$ cat src/design/i2cm_pkg.sv
// Shared types and codes for the I2C master bit engine.
package i2cm_pkg;

    localparam logic [2:0] OP_TICK     = 3'd0;
    localparam logic [2:0] OP_START    = 3'd1;
    localparam logic [2:0] OP_STOP     = 3'd2;
    localparam logic [2:0] OP_WRITE    = 3'd3;
    localparam logic [2:0] OP_READ_ACK = 3'd4;
    localparam logic [2:0] OP_READ_NAK = 3'd5;
    localparam logic [2:0] OP_WAIT_ACK = 3'd6;

    localparam logic [1:0] LIMIT_ADDR    = 2'd0;

    localparam logic [7:0] TOP_BIT       = 8'h80;
    localparam logic [7:0] LIMIT_DEFAULT = 8'd250;

    typedef struct packed {
        logic [2:0] operation;
        logic [7:0] tx_byte;
        logic       sda_sample;
    } in_t;

    typedef struct packed {
        logic       scl_level;
        logic       sda_level;
        logic       sda_drive_enable;
        logic       busy_res;
        logic       done_res;
        logic [7:0] rx_byte;
        logic       ack_failed;
    } out_t;

endpackage

$ cat src/design/i2c_master_bit_engine_top.sv
// Top level of the I2C master bit engine: request ports, APB register, result register.
//
//   channel  | ports                       | payload
//   request  | s_valid s_ready s_data      | i2cm_pkg::in_t
//   result   | m_valid m_ready m_data      | i2cm_pkg::out_t
//   config   | psel penable pwrite paddr.. | ack_timeout_limit at 0x0
//
// One request per cycle while s_ready is high; each gives one result, registered and valid in the next cycle.
// The sequencer state and the result register load in the same cycle.
// s_ready is low only while a result is held and m_ready is low.
// Reset: bus idle high, SDA driven, limit 250, no result pending.
module i2c_master_bit_engine_top (
    input  logic           aclk,
    input  logic           aresetn,
    input  logic           s_valid,
    output logic           s_ready,
    input  i2cm_pkg::in_t  s_data,
    output logic           m_valid,
    input  logic           m_ready,
    output i2cm_pkg::out_t m_data,
    input  logic           psel,
    input  logic           penable,
    input  logic           pwrite,
    input  logic [1:0]     paddr,
    input  logic [31:0]    pwdata,
    output logic [31:0]    prdata,
    output logic           pready
);
    import i2cm_pkg::*;

    logic [7:0] limit_reg;
    logic       m_valid_reg;
    out_t       m_data_reg;
    out_t       res;
    logic       accept;
    logic       cfg_write;

    assign pready    = 1'b1;
    assign cfg_write = psel && penable && pwrite;
    assign prdata    = {24'd0, limit_reg};

    assign s_ready = !m_valid_reg || m_ready;
    assign accept  = s_valid && s_ready;
    assign m_valid = m_valid_reg;
    assign m_data  = m_data_reg;

    i2cm_seq u_seq (
        .aclk       (aclk),
        .aresetn    (aresetn),
        .req_accept (accept),
        .req        (s_data),
        .limit      (limit_reg),
        .res        (res)
    );

    always_ff @(posedge aclk) begin
        if (!aresetn) begin
            limit_reg <= LIMIT_DEFAULT;
        end else if (cfg_write && (paddr == LIMIT_ADDR)) begin
            limit_reg <= pwdata[7:0];
        end
    end

    always_ff @(posedge aclk) begin
        if (!aresetn) begin
            m_valid_reg <= 1'b0;
        end else if (accept) begin
            m_valid_reg <= 1'b1;
        end else if (m_ready) begin
            m_valid_reg <= 1'b0;
        end
    end

    always_ff @(posedge aclk) begin
        if (accept) begin
            m_data_reg <= res;
        end
    end

endmodule

$ cat src/design/i2cm_seq.sv
// Bus sequencer: phase state, shifters and pin levels, advanced once per request.
module i2cm_seq (
    input  logic          aclk,
    input  logic          aresetn,
    input  logic          req_accept,
    input  i2cm_pkg::in_t req,
    input  logic [7:0]    limit,
    output i2cm_pkg::out_t res
);
    import i2cm_pkg::*;

    localparam logic [3:0] PH_IDLE  = 4'd0;
    localparam logic [3:0] PH_ST_A  = 4'd1;
    localparam logic [3:0] PH_ST_B  = 4'd2;
    localparam logic [3:0] PH_SP_A  = 4'd3;
    localparam logic [3:0] PH_SP_B  = 4'd4;
    localparam logic [3:0] PH_WR_HI = 4'd5;
    localparam logic [3:0] PH_WR_LO = 4'd6;
    localparam logic [3:0] PH_RD_LO = 4'd7;
    localparam logic [3:0] PH_RD_HI = 4'd8;
    localparam logic [3:0] PH_AK_LO = 4'd9;
    localparam logic [3:0] PH_AK_HI = 4'd10;
    localparam logic [3:0] PH_WA_A  = 4'd11;
    localparam logic [3:0] PH_WA_B  = 4'd12;

    logic [3:0] phase_reg, phase_next;
    logic [3:0] bit_cnt_reg, bit_cnt_next;
    logic [7:0] shift_reg, shift_next;
    logic [7:0] rx_reg, rx_next;
    logic [2:0] cmd_reg, cmd_next;
    logic [7:0] tmo_reg, tmo_next;
    logic       fail_reg, fail_next;
    logic       scl_reg, scl_next;
    logic       sda_reg, sda_next;
    logic       oe_reg, oe_next;
    logic       done;

    always_comb begin
        phase_next   = phase_reg;
        bit_cnt_next = bit_cnt_reg;
        shift_next   = shift_reg;
        rx_next      = rx_reg;
        cmd_next     = cmd_reg;
        tmo_next     = tmo_reg;
        fail_next    = fail_reg;
        scl_next     = scl_reg;
        sda_next     = sda_reg;
        oe_next      = oe_reg;
        done         = 1'b0;
        if (req.operation == OP_TICK) begin
            if (phase_reg != PH_IDLE) begin
                case (phase_reg)
                    PH_ST_A: begin
                        sda_next   = 1'b0;
                        phase_next = PH_ST_B;
                    end
                    PH_ST_B: begin
                        scl_next   = 1'b0;
                        phase_next = PH_IDLE;
                        done       = 1'b1;
                    end
                    PH_SP_A: begin
                        scl_next   = 1'b1;
                        sda_next   = 1'b1;
                        phase_next = PH_SP_B;
                    end
                    PH_SP_B: begin
                        phase_next = PH_IDLE;
                        done       = 1'b1;
                    end
                    PH_WR_HI: begin
                        scl_next   = 1'b0;
                        phase_next = PH_WR_LO;
                    end
                    PH_WR_LO: begin
                        bit_cnt_next = bit_cnt_reg + 4'd1;
                        if (bit_cnt_next[3]) begin
                            phase_next = PH_IDLE;
                            done       = 1'b1;
                        end else begin
                            sda_next   = |(shift_reg & TOP_BIT);
                            shift_next = {shift_reg[6:0], 1'b0};
                            scl_next   = 1'b1;
                            phase_next = PH_WR_HI;
                        end
                    end
                    PH_RD_LO: begin
                        scl_next     = 1'b1;
                        shift_next   = {shift_reg[6:0], req.sda_sample};
                        bit_cnt_next = bit_cnt_reg + 4'd1;
                        phase_next   = PH_RD_HI;
                    end
                    PH_RD_HI: begin
                        scl_next = 1'b0;
                        if (bit_cnt_reg[3]) begin
                            oe_next    = 1'b1;
                            sda_next   = (cmd_reg != OP_READ_ACK);
                            phase_next = PH_AK_LO;
                        end else begin
                            phase_next = PH_RD_LO;
                        end
                    end
                    PH_AK_LO: begin
                        scl_next   = 1'b1;
                        phase_next = PH_AK_HI;
                    end
                    PH_AK_HI: begin
                        scl_next   = 1'b0;
                        rx_next    = shift_reg;
                        phase_next = PH_IDLE;
                        done       = 1'b1;
                    end
                    PH_WA_A: begin
                        scl_next   = 1'b1;
                        phase_next = PH_WA_B;
                    end
                    PH_WA_B: begin
                        if (!req.sda_sample) begin
                            scl_next   = 1'b0;
                            phase_next = PH_IDLE;
                            done       = 1'b1;
                        end else if (tmo_reg >= limit) begin
                            fail_next  = 1'b1;
                            oe_next    = 1'b1;
                            scl_next   = 1'b0;
                            sda_next   = 1'b0;
                            phase_next = PH_SP_A;
                        end else begin
                            tmo_next = tmo_reg + 8'd1;
                        end
                    end
                    default: begin
                        phase_next = PH_IDLE;
                    end
                endcase
            end
        end else if (phase_reg == PH_IDLE) begin
            case (req.operation)
                OP_START: begin
                    cmd_next   = req.operation;
                    oe_next    = 1'b1;
                    sda_next   = 1'b1;
                    scl_next   = 1'b1;
                    phase_next = PH_ST_A;
                end
                OP_STOP: begin
                    cmd_next   = req.operation;
                    oe_next    = 1'b1;
                    scl_next   = 1'b0;
                    sda_next   = 1'b0;
                    phase_next = PH_SP_A;
                end
                OP_WRITE: begin
                    cmd_next     = req.operation;
                    oe_next      = 1'b1;
                    bit_cnt_next = 4'd0;
                    sda_next     = |(req.tx_byte & TOP_BIT);
                    shift_next   = {req.tx_byte[6:0], 1'b0};
                    scl_next     = 1'b1;
                    phase_next   = PH_WR_HI;
                end
                OP_READ_ACK, OP_READ_NAK: begin
                    cmd_next     = req.operation;
                    oe_next      = 1'b0;
                    scl_next     = 1'b0;
                    shift_next   = 8'd0;
                    bit_cnt_next = 4'd0;
                    phase_next   = PH_RD_LO;
                end
                OP_WAIT_ACK: begin
                    cmd_next   = req.operation;
                    oe_next    = 1'b0;
                    sda_next   = 1'b1;
                    tmo_next   = 8'd0;
                    fail_next  = 1'b0;
                    phase_next = PH_WA_A;
                end
                default: begin
                    cmd_next = cmd_reg;
                end
            endcase
        end
    end

    always_ff @(posedge aclk) begin
        if (!aresetn) begin
            phase_reg   <= PH_IDLE;
            bit_cnt_reg <= 4'd0;
            shift_reg   <= 8'd0;
            rx_reg      <= 8'd0;
            cmd_reg     <= 3'd0;
            tmo_reg     <= 8'd0;
            fail_reg    <= 1'b0;
            scl_reg     <= 1'b1;
            sda_reg     <= 1'b1;
            oe_reg      <= 1'b1;
        end else if (req_accept) begin
            phase_reg   <= phase_next;
            bit_cnt_reg <= bit_cnt_next;
            shift_reg   <= shift_next;
            rx_reg      <= rx_next;
            cmd_reg     <= cmd_next;
            tmo_reg     <= tmo_next;
            fail_reg    <= fail_next;
            scl_reg     <= scl_next;
            sda_reg     <= sda_next;
            oe_reg      <= oe_next;
        end
    end

    always_comb begin
        res.scl_level        = scl_next;
        res.sda_level        = sda_next;
        res.sda_drive_enable = oe_next;
        res.busy_res         = (phase_next != PH_IDLE);
        res.done_res         = done;
        res.rx_byte          = rx_next;
        res.ack_failed       = fail_next;
    end

endmodule

$ cat config.mk
export PLATFORM = sky130hd
export DESIGN_NAME = i2c_master_bit_engine_top
export DESIGN_NICKNAME = d
export VERILOG_FILES = /design/src/design/i2cm_pkg.sv /design/src/design/i2c_master_bit_engine_top.sv /design/src/design/i2cm_seq.sv
export SDC_FILE = /design/constraint.sdc
export NUM_CORES = 1
export LEC_CHECK = 0
export ABC_AREA = 1
export CORE_ASPECT_RATIO = 1.4
export CORE_MARGIN = 10
export CORE_UTILIZATION = 45
export CTS_CLUSTER_DIAMETER = 30
export DETAILED_ROUTE_END_ITERATION = 8
export DONT_BUFFER_PORTS = 1
export GPL_TIMING_DRIVEN = 0
export PLACE_DENSITY_LB_ADDON = 0.2
export SLEW_MARGIN = 10
export SYNTH_ARGS = -nofsm -noshare
export SYNTH_HDL_FRONTEND = slang
export SYNTH_HIERARCHICAL = 1
export SYNTH_SLANG_ARGS = --single-unit
export TNS_END_PERCENT = 100
$ cat constraint.sdc
create_clock -name aclk -period 2.35 [get_ports aclk]
set_input_delay 0.1175 -clock aclk [delete_from_list [all_inputs] [get_ports aclk]]
set_output_delay 0.1175 -clock aclk [all_outputs]
set_load 0.03 [all_outputs]
==> impl_metrics.py, run 1 <==
metrics = {
    "outcome": {
        "outcome": "complete, no violations",
    },
    "timing": {
        "period_share_pct": 93.4,
        "rsz0062_at_grt": "false",
        "skew_ns": 0.0101,
        "finalCriticalPeriod_ns": 2.19,
        "worstMarginPinSlew_ns": 0.629,
        "report.final.hold_viol_count": 0,
        "fin_tns_setup_ns": 0,
        "setup_viol_count_final": 0,
        "slew_viol_final": 0,
        "max_freq_mhz": 456,
        "slew_headroom_pct": 58.1,
    },
    "synthesis": {
        "syn_avg_cell_area_um2": 7.26,
        "ys.flop_type": "dfxtp_1",
        "synth_edf_count": 14,
        "ys_top_cells_by_count": "nand2_1 (110), inv_1 (58), nor2_1 (58)",
        "yosysSeqAreaShare_pct": 36.2,
        "synth.distinct_cells": 47,
        "netlist_instances": 526,
        "synth.area.top_cells": "dfxtp_1 (25%), edfxtp_1 (11%), nand2_1 (11%)",
        "synth_seq_cells": 62,
        "synth_most_common_cell": "nand2_1",
        "synthArstFlopShare_pct": 0,
        "synth_top_cell_area_share_pct": 25.2,
        "netlist_area_um2": 3820,
        "yosysWarnings": 6,
        "netlist.top_cell.by_area": "dfxtp_1",
    },
    "die": {
        "ios": 102,
        "core_area_um2": 8250,
        "die-area_um2": 12600,
        "rows": 39,
        "die_width_um": 97.9,
        "die_y_um": 129,
        "initial_core_util_pct": 46.3,
    },
    "power_and_ir_drop": {
        "power.density_nw_per_um2": 701,
        "ir_drop_mv": 0.454,
        "cellLeakagePower_nw": 2.13,
    },
    "clocking": {
        "path_clk_slew_ns": 0.05,
        "ctsHtreeMaxLevel": 3,
        "cts_buffers": 9,
        "clock-root-buffer": "clkbuf_16",
        "clkLatencyLatePin_ns": 0.32,
        "cts_buffer_depth": 2,
        "cts_tree": "built",
        "numClockSinks": 62,
    },
    "finish": {
        "fin_nets": 636,
        "stdcell_count": 678,
        "largest_reg_flops": 14,
        "diodes": 0,
        "syn_to_final_growth_pct": 17.4,
        "layout-drive-gt1-share_pct": 18.6,
    },
    "placement": {
        "place_hpwl_um": 7680,
        "numPlacedInstances": 651,
        "gp_congestion": 0.887,
        "io_buffers": 0,
    },
    "global_routing": {
        "grt_use_total_pct": 16.0,
        "grt_max_degree": 15,
        "grt_pass1_vias": 3338,
        "antenna_found_initial": 0,
        "gr-total-overflow": 0,
        "grt_pass1_wl_um": 16500,
    },
    "setup_path": {
        "end_kind": "flip-flop",
        "crit_fanout": 10,
        "worstSetupStartpointType": "flip-flop",
        "r2r_cells": 8,
        "path_class": "reg -> reg",
        "worst_ep_required_time_ns": 2.56,
        "arrival_ns": 2.40,
    },
    "drt": {
        "ant_nets": 0,
        "via_count": 3361,
        "drt_first_iter_violations": 135,
        "first_pass_iters": 4,
        "via_per_inst": 4.96,
        "finalWirelength_um": 9890,
        "drc_errors": 0,
        "wl_per_cell_um": 14.6,
    },
    "min_path": {
        "whs_path_depth": 3,
        "hp-class": "in -> reg",
    },
    "run": {
        "maxCapViolCount": 0,
    },
}
==> final timing paths <==
kind | end | slack [ns] | from
worst max register to register | u_seq/shift_reg[3] | 0.16 | m_valid
worst min-delay path | u_seq/phase_reg[3] | 0.02 | aresetn
worst min register to register | u_seq/scl_reg | 0.48 | u_seq/scl_reg
worst max-delay path | u_seq/shift_reg[3] | 0.16 | m_valid
==> timing repair <==
action | in CTS | in global routing
endpoints found under the hold margin | 11 | 0
buffers inserted | 1 | 0
gates resized for setup | 1 | 9
hold buffers | 10 | 0
pin swaps | 1 | 0
endpoints found under the setup margin | 27 | 18
==> cells by family after synthesis <==
| logic type | share of synthesized area, % |
|---|---|
| AND/OR/NAND/NOR | 27.4 |
| buffers and inverters | 15.0 |
| AO/OA/AOI/OAI | 16.2 |
| flip-flops | 36.2 |
| adder cells (fa/ha/maj) | 3.93 |
| XOR/XNOR | 1.15 |
| other | 0.197 |
==> placed cells by master, fill, tap and decap left out, types with 10 or more instances in the layout <==
cell type        n
a21oi_1         30
o21ai_2         11
dfxtp_1         42
conb_1          25
buf_4           34
nor2_1          56
inv_1           58
edfxtp_1        14
dlygate4sd3_1   10
nand3_1         31
nand2_1        110
o21ai_0         34
ha_1            12
==> final cells by class <==
class	count	area (µm²)
plain buffers	45	320
clock buffers	10	229
clock inverters	6	87.6
fillers	813	3760
inverters	67	253
multi-input cells	375	1970
flip-flops and latches	62	1390
well taps	102	128
repair buffers	11	108
==> worst max-delay path: stages, from the launching register on <==
cell and delay (ns):
dfxtp_1 0.44, a21oi_4 0.23, buf_4 0.21, clkinv_1 0.33, nor3_1 0.30, o211ai_2 0.22, buf_6 0.20, o21ai_2 0.12
a21oi_2 0.04
==> per-layer routing <==
metal  track usage (%)  vias up  wire (µm)
met2              29.4       85       5350
met1              16.4     1530       3740
li1                  -     1744          -
met5                 0        -          0
met4              6.43        0         58
met3              5.05        2        735
==> per-stage QoR <==
stage               setup WS, ns  hold slack, ns  utilization (%)  total power, mW  cell area [µm²]
global placement          -0.450           0.248             49.0             1.74             4040
detailed placement        -0.443           0.251             49.0             1.75             4040
CTS                       0.0178         0.00475             54.2             3.17             4470
floorplan                  0.157           0.244                -             1.66             3910
global route             0.00385          0.0262             54.4             3.29             4480
finish                     0.156          0.0192             54.4             3.14             4480
==> where the power goes <==
part	switching [mW]	internal [mW]	leakage [nW]
combinational	0.325	0.178	1.45
sequential	0.0864	1.16	0.527
clock	0.465	0.927	0.156
total	0.876	2.27	2.13
Note: power is estimated with default switching activity, not from simulation.
==> run 2: changes to the inputs <==
--- a/config.mk
+++ b/config.mk
@@ -6,14 +6,16 @@
 export NUM_CORES = 1
 export LEC_CHECK = 0
 export ABC_AREA = 1
-export CORE_ASPECT_RATIO = 1.4
+export CELL_PAD_IN_SITES_DETAIL_PLACEMENT = 0
+export CELL_PAD_IN_SITES_GLOBAL_PLACEMENT = 1
 export CORE_MARGIN = 10
-export CORE_UTILIZATION = 45
+export CORE_UTILIZATION = 41
 export CTS_CLUSTER_DIAMETER = 30
 export DETAILED_ROUTE_END_ITERATION = 8
 export DONT_BUFFER_PORTS = 1
 export GPL_TIMING_DRIVEN = 0
 export PLACE_DENSITY_LB_ADDON = 0.2
+export SETUP_SLACK_MARGIN = 0.3
 export SLEW_MARGIN = 10
 export SYNTH_ARGS = -nofsm -noshare
 export SYNTH_HDL_FRONTEND = slang
==> run 2 against run 1 <==
- clock power decreased by 32%
- final area increased by 2.5%
- wire length increased by 2.9%
- clock skew decreased by 0.0023 ns
- critical path depth increased by 3
- sequential power about the same
- maximum frequency increased by 12%
- sequential cell count unchanged
- critical path type unchanged
==> impl_metrics.py, run 2 (same netlist as run 1, synthesis figures left out) <==
metrics = {
    "global_routing": {
        "antenna_found_initial": 0,
        "grt_pass1_vias": 3172,
        "grt_pass1_wl_um": 16300,
        "gr-total-overflow": 0,
        "grt_max_degree": 15,
        "gr-usage-met1_pct": 20.3,
        "grt_use_total_pct": 15.1,
        "grt_use_met2_pct": 23.6,
        "met3_usage_pct": 3.95,
        "busiest_layer": "met2",
    },
    "power_and_ir_drop": {
        "power_mw": 2.73,
        "cellLeakagePower_nw": 2.14,
        "ir_drop_mv": 0.229,
        "power.density_nw_per_um2": 595,
    },
    "placement": {
        "placed_area_um2": 4060,
        "io_buffers": 0,
        "numPlacedInstances": 660,
        "place_hpwl_um": 7580,
        "gp_congestion": 0.868,
    },
    "clocking": {
        "cts_buffer_depth": 2,
        "clkLatencyLatePin_ns": 0.34,
        "cts_buffers": 9,
        "numClockSinks": 62,
        "ctsHtreeMaxLevel": 3,
        "clock-root-buffer": "clkbuf_8",
        "cts_tree": "built",
        "path_clk_slew_ns": 0.08,
    },
    "timing": {
        "rsz0062_at_grt": "true",
        "fin_tns_setup_ns": 0,
        "report.final.hold_viol_count": 0,
        "holdWs_ns": 0.0424,
        "worstMarginPinSlew_ns": 0.678,
        "setup_viol_count_final": 0,
        "period_share_pct": 83.4,
        "slew_headroom_pct": 54.8,
        "finalCriticalPeriod_ns": 1.96,
        "skew_ns": 0.00776,
        "slew_viol_final": 0,
        "max_freq_mhz": 510,
    },
    "die": {
        "ios": 102,
        "core_area_um2": 9150,
        "die-area_um2": 13600,
        "rows": 35,
        "die_y_um": 117,
        "die_width_um": 117,
        "initial_core_util_pct": 41.7,
    },
    "drt": {
        "via_per_inst": 4.87,
        "drc_errors": 0,
        "ant_nets": 0,
        "wl_per_cell_um": 14.6,
        "via_count": 3396,
        "drt_first_iter_violations": 300,
        "finalWirelength_um": 10200,
        "first_pass_iters": 4,
    },
    "run": {
        "maxCapViolCount": 0,
    },
    "outcome": {
        "outcome": "complete, no violations",
    },
    "setup_path": {
        "cpMostUsedCell": "nand2_2",
        "cp_num_buf_inv": 2,
        "worst_ep_required_time_ns": 2.62,
        "r2r-end": "u_seq/tmo_reg[4]",
        "path_class": "reg -> reg",
        "reg2reg_slack_ns": 0.39,
        "r2r_cells": 11,
        "cp_slowest_cell": "dfxtp_2",
        "worstSetupStartpointType": "flip-flop",
        "crit_cells": 11,
        "worstReg2RegStart": "u_seq/phase_reg[3]",
        "crit_fanout": 8,
        "cp_cell_sequence": "buf_6 -> nor2_4 -> nand2_2 -> buf_6 -> ha_1 -> nand2_2 -> a21oi_4 -> nand4_4 -> nand2_4 -> nand2_2 -> a21oi_2",
        "end_kind": "flip-flop",
        "cp_top_family": "simple AND/OR/NAND/NOR gates",
        "arrival_ns": 2.23,
        "max_stage_delay_ns": 0.32,
    },
    "finish": {
        "num-fill-cells": 919,
        "final_common_cell": "nand2_1",
        "layout-drive-gt1-share_pct": 24.7,
        "stdcell_count": 697,
        "final_cell_mix": "nand2_1 (100), inv_1 (57), nor2_1 (54), buf_4 (40), dfxtp_1 (35)",
        "fin_nets": 646,
        "syn_to_final_growth_pct": 20.3,
        "multiInputGateArea_um2": 2080,
        "largest_reg_flops": 14,
        "stdcell_area_um2": 4600,
        "seqCellArea_um2": 1410,
        "diodes": 0,
    },
    "min_path": {
        "hp-class": "in -> reg",
        "hp-start": "aresetn",
        "hold_end": "limit_reg[4]",
        "whs_path_depth": 2,
    },
}
-- run 2: worst max path at each step --
stage | end | slack (ns) | start
floorplan | m_data[11] | 0.30 | limit_reg[7]
global placement | u_seq/shift_reg[3] | -0.12 | m_valid
detailed placement | u_seq/shift_reg[3] | -0.18 | m_valid
CTS | u_seq/tmo_reg[7] | 0.31 | u_seq/phase_reg[3]
global route | m_data[12] | 0.27 | limit_reg[7]
finish | u_seq/tmo_reg[4] | 0.39 | u_seq/phase_reg[3]
-- run 2: per-layer routing --
metal	wire, µm	vias to the layer above
met5	0	-
met4	75	0
met3	768	7
met2	4630	99
met1	4710	1526
li1	-	1764
-- run 2: worst reg2reg max path: stages (launching register included) --
cell     delay (ns)
dfxtp_2        0.32
buf_6          0.13
nor2_4         0.09
nand2_2        0.08
buf_6          0.14
ha_1           0.28
nand2_2        0.07
a21oi_4        0.22
nand4_4        0.21
nand2_4        0.15
nand2_2        0.06
a21oi_2        0.13
-- run 2: area by class of cell --
type / instances / area share, %
buffer: 45 / 7.02
clock buffer: 9 / 2.70
clock inverter: 7 / 1.58
inverter: 67 / 5.53
multi-input combinational: 375 / 45.3
sequential: 62 / 30.7
tap: 111 / 3.02
timing repair buffer: 21 / 4.14
-- run 2: power by group --
| part | internal [mW] | switching [mW] | total [mW] |
|---|---|---|---|
| Sequential | 1.16 | 0.0879 | 1.24 |
| Combinational | 0.200 | 0.343 | 0.543 |
| Clock | 0.491 | 0.455 | 0.946 |
| Total | 1.85 | 0.885 | 2.73 |
-- run 2: stage by stage --
step | utilization, % | setup slack (ns)
after floorplan | - | 0.304
after global placement | 44.3 | -0.117
after detailed placement | 44.3 | -0.179
after CTS | 48.7 | 0.306
after global routing | 50.2 | 0.271
final | 50.2 | 0.391
-- run 2: timing repair --
item / 4_1_cts / 5_1_grt
hold endpoints to repair: 15 / 0
hold buffers: 13 / 0
gates resized for setup: 20 / 29
pin swaps: 5 / 13
setup endpoints to repair: 38 / 15
setup buffers: 4 / 4
==> run 3: changes to the inputs <==
--- a/config.mk
+++ b/config.mk
@@ -5,11 +5,11 @@
 export SDC_FILE = /design/constraint.sdc
 export NUM_CORES = 1
 export LEC_CHECK = 0
-export ABC_AREA = 1
+export ABC_AREA = 0
 export CELL_PAD_IN_SITES_DETAIL_PLACEMENT = 0
 export CELL_PAD_IN_SITES_GLOBAL_PLACEMENT = 1
 export CORE_MARGIN = 10
-export CORE_UTILIZATION = 41
+export CORE_UTILIZATION = 43
 export CTS_CLUSTER_DIAMETER = 30
 export DETAILED_ROUTE_END_ITERATION = 8
 export DONT_BUFFER_PORTS = 1
==> constraint.sdc (replaced) <==
create_clock -name aclk -period 1.7 [get_ports aclk]
set_input_delay 0.085 -clock aclk [delete_from_list [all_inputs] [get_ports aclk]]
set_output_delay 0.085 -clock aclk [all_outputs]
set_load 0.03 [all_outputs]
==> run 3 against run 2 <==
- the flow now finishes with violations (negative setup slack)
- clock skew grew 0.0027 ns
- largest power group unchanged
- final cell count shrank 7.2%
- via count grew 6.6%
- first-iteration DRC count shrank 32%
- die area shrank 2.7%
- final area grew 16%
==> impl_metrics.py, run 3 <==
metrics = {
    "outcome": {
        "outcome": "complete, but fails checks",
        "violations": "negative setup slack",
    },
    "synthesis": {
        "syn_avg_cell_area_um2": 8.75,
        "ys.flop_type": "dfxtp_1",
        "netlist_instances": 443,
        "synth_seq_cells": 62,
        "ys_top_cells_by_count": "dfxtp_1 (48), nand2_1 (33), buf_4 (30)",
        "synth_most_common_cell": "dfxtp_1",
        "synth_edf_count": 14,
        "synth.distinct_cells": 59,
        "synthArstFlopShare_pct": 0,
        "synth_top_cell_area_share_pct": 24.8,
        "netlist_area_um2": 3880,
        "yosysWarnings": 6,
        "netlist.top_cell.by_area": "dfxtp_1",
        "synth.area.top_cells": "dfxtp_1 (25%), edfxtp_1 (11%), buf_4 (5.8%)",
        "yosysSeqAreaShare_pct": 35.6,
    },
    "die": {
        "die_y_um": 115,
        "die-area_um2": 13200,
        "core_area_um2": 8760,
        "die_width_um": 115,
        "initial_core_util_pct": 44.2,
        "rows": 34,
        "ios": 102,
    },
    "drt": {
        "via_per_inst": 5.59,
        "via_count": 3619,
        "first_pass_iters": 5,
        "ant_nets": 0,
        "wl_per_cell_um": 18.6,
        "finalWirelength_um": 12000,
        "drc_errors": 0,
        "drt_first_iter_violations": 204,
    },
    "timing": {
        "rsz0062_at_grt": "true",
        "fin_tns_setup_ns": -23.05,
        "slew_headroom_pct": 49.6,
        "setup_viol_count_final": 52,
        "skew_ns": 0.0105,
        "report.final.hold_viol_count": 0,
        "worstMarginPinSlew_ns": 0.753,
        "max_freq_mhz": 395,
        "slew_viol_final": 0,
        "layout_setup_ws_ns": -0.829,
        "period_share_pct": 149,
        "finalCriticalPeriod_ns": 2.53,
        "holdWs_ns": 0.0303,
    },
    "global_routing": {
        "grt_use_total_pct": 17.4,
        "gr-usage-met1_pct": 21.7,
        "antenna_found_initial": 0,
        "grt_pass1_wl_um": 18400,
        "met3_usage_pct": 3.70,
        "grt_pass1_vias": 3427,
        "gr-total-overflow": 0,
        "grt_use_met2_pct": 29.5,
        "grt_max_degree": 18,
        "busiest_layer": "met2",
    },
    "finish": {
        "largest_reg_flops": 14,
        "fin_nets": 599,
        "layout-drive-gt1-share_pct": 33.6,
        "stdcell_count": 647,
        "diodes": 0,
        "syn_to_final_growth_pct": 37.0,
        "final_cell_mix": "buf_4 (46), dfxtp_1 (35), nand2_1 (31), nor2b_1 (26), conb_1 (25)",
        "stdcell_area_um2": 5310,
        "final_common_cell": "buf_4",
        "post-route-util_pct": 60.6,
    },
    "clocking": {
        "numClockSinks": 62,
        "clkLatencyLatePin_ns": 0.35,
        "cts_tree": "built",
        "cts_buffers": 9,
        "cts_buffer_depth": 2,
        "ctsHtreeMaxLevel": 3,
        "clock-root-buffer": "clkbuf_8",
        "path_clk_slew_ns": 0.08,
    },
    "setup_path": {
        "arrival_ns": 2.81,
        "crit_fanout": 5,
        "path_class": "reg -> reg",
        "worst_ep_required_time_ns": 1.99,
        "end_kind": "flip-flop",
        "reg2reg_slack_ns": -0.83,
        "worstSetupStartpointType": "flip-flop",
    },
    "min_path": {
        "hp-class": "in -> reg",
    },
    "power_and_ir_drop": {
        "power_mw": 3.73,
        "power.density_nw_per_um2": 703,
        "ir_drop_mv": 0.396,
        "cellLeakagePower_nw": 2.23,
    },
    "placement": {
        "placed_area_um2": 4250,
        "numPlacedInstances": 574,
        "place_hpwl_um": 7960,
        "gp_congestion": 0.926,
        "pre_cts_slack_ns": -1.03,
        "io_buffers": 0,
    },
    "run": {
        "maxCapViolCount": 0,
    },
}
run 3: layout make-up:
type | count | area [µm²]
buffer | 58 | 425
clock buffer | 12 | 145
clock inverter | 4 | 32.5
fill | 739 | 3450
inverter | 17 | 73.8
multi-input combinational | 329 | 2510
sequential | 62 | 1410
tap | 108 | 135
timing repair buffer | 57 | 577
run 3: timing repair:
action	in CTS	in global routing
hold buffers	20	0
resized for setup	55	55
pin swaps	24	26
setup buffers	20	16
gates cloned	1	0
hold endpoints to repair	10	0
endpoints found under the setup margin	53	68
run 3: cell families after synthesis:
| logic type | after synthesis | share of synthesized area (%) |
|---|---|---|
| AO/OA/AOI/OAI | 121 | 21.6 |
| XOR/XNOR | 3 | 0.678 |
| adder cells (fa/ha/maj) | 12 | 3.87 |
| buffers and inverters | 75 | 10.6 |
| flip-flops | 62 | 35.6 |
| multiplexers | 30 | 8.04 |
| other | 2 | 0.194 |
| AND/OR/NAND/NOR | 138 | 19.4 |
run 3: report_power, final:
group,internal (mW),switching (mW),total [mW]
logic,0.400,0.485,0.885
clock network,0.575,0.617,1.19
registers,1.56,0.0941,1.66
total,2.54,1.20,3.73
run 3: worst paths after layout:
path | start | endpoint | cells after the start
max | u_seq/phase_reg[0] | u_seq/tmo_reg[5] | 10
min | s_data[1] | u_seq/shift_reg[1] | 3
max reg2reg | u_seq/phase_reg[0] | u_seq/tmo_reg[5] | 10
min reg2reg | u_seq/bit_cnt_reg[1] | u_seq/bit_cnt_reg[1] | 2
run 3: metal layers:
metal,routed length (µm),vias to the layer above
met5,0,-
met1,5060,1725
met3,720,14
met4,193,0
li1,-,1742
met2,6060,138
run 3: worst max-delay path: stages (launching register included):
cell	delay [ns]
dfxtp_2	0.34
or4_4	0.52
buf_6	0.15
ha_4	0.26
nand2_4	0.05
nor2_4	0.09
o21a_1	0.18
a22oi_2	0.10
buf_6	0.15
or4_4	0.51
a21oi_2	0.12
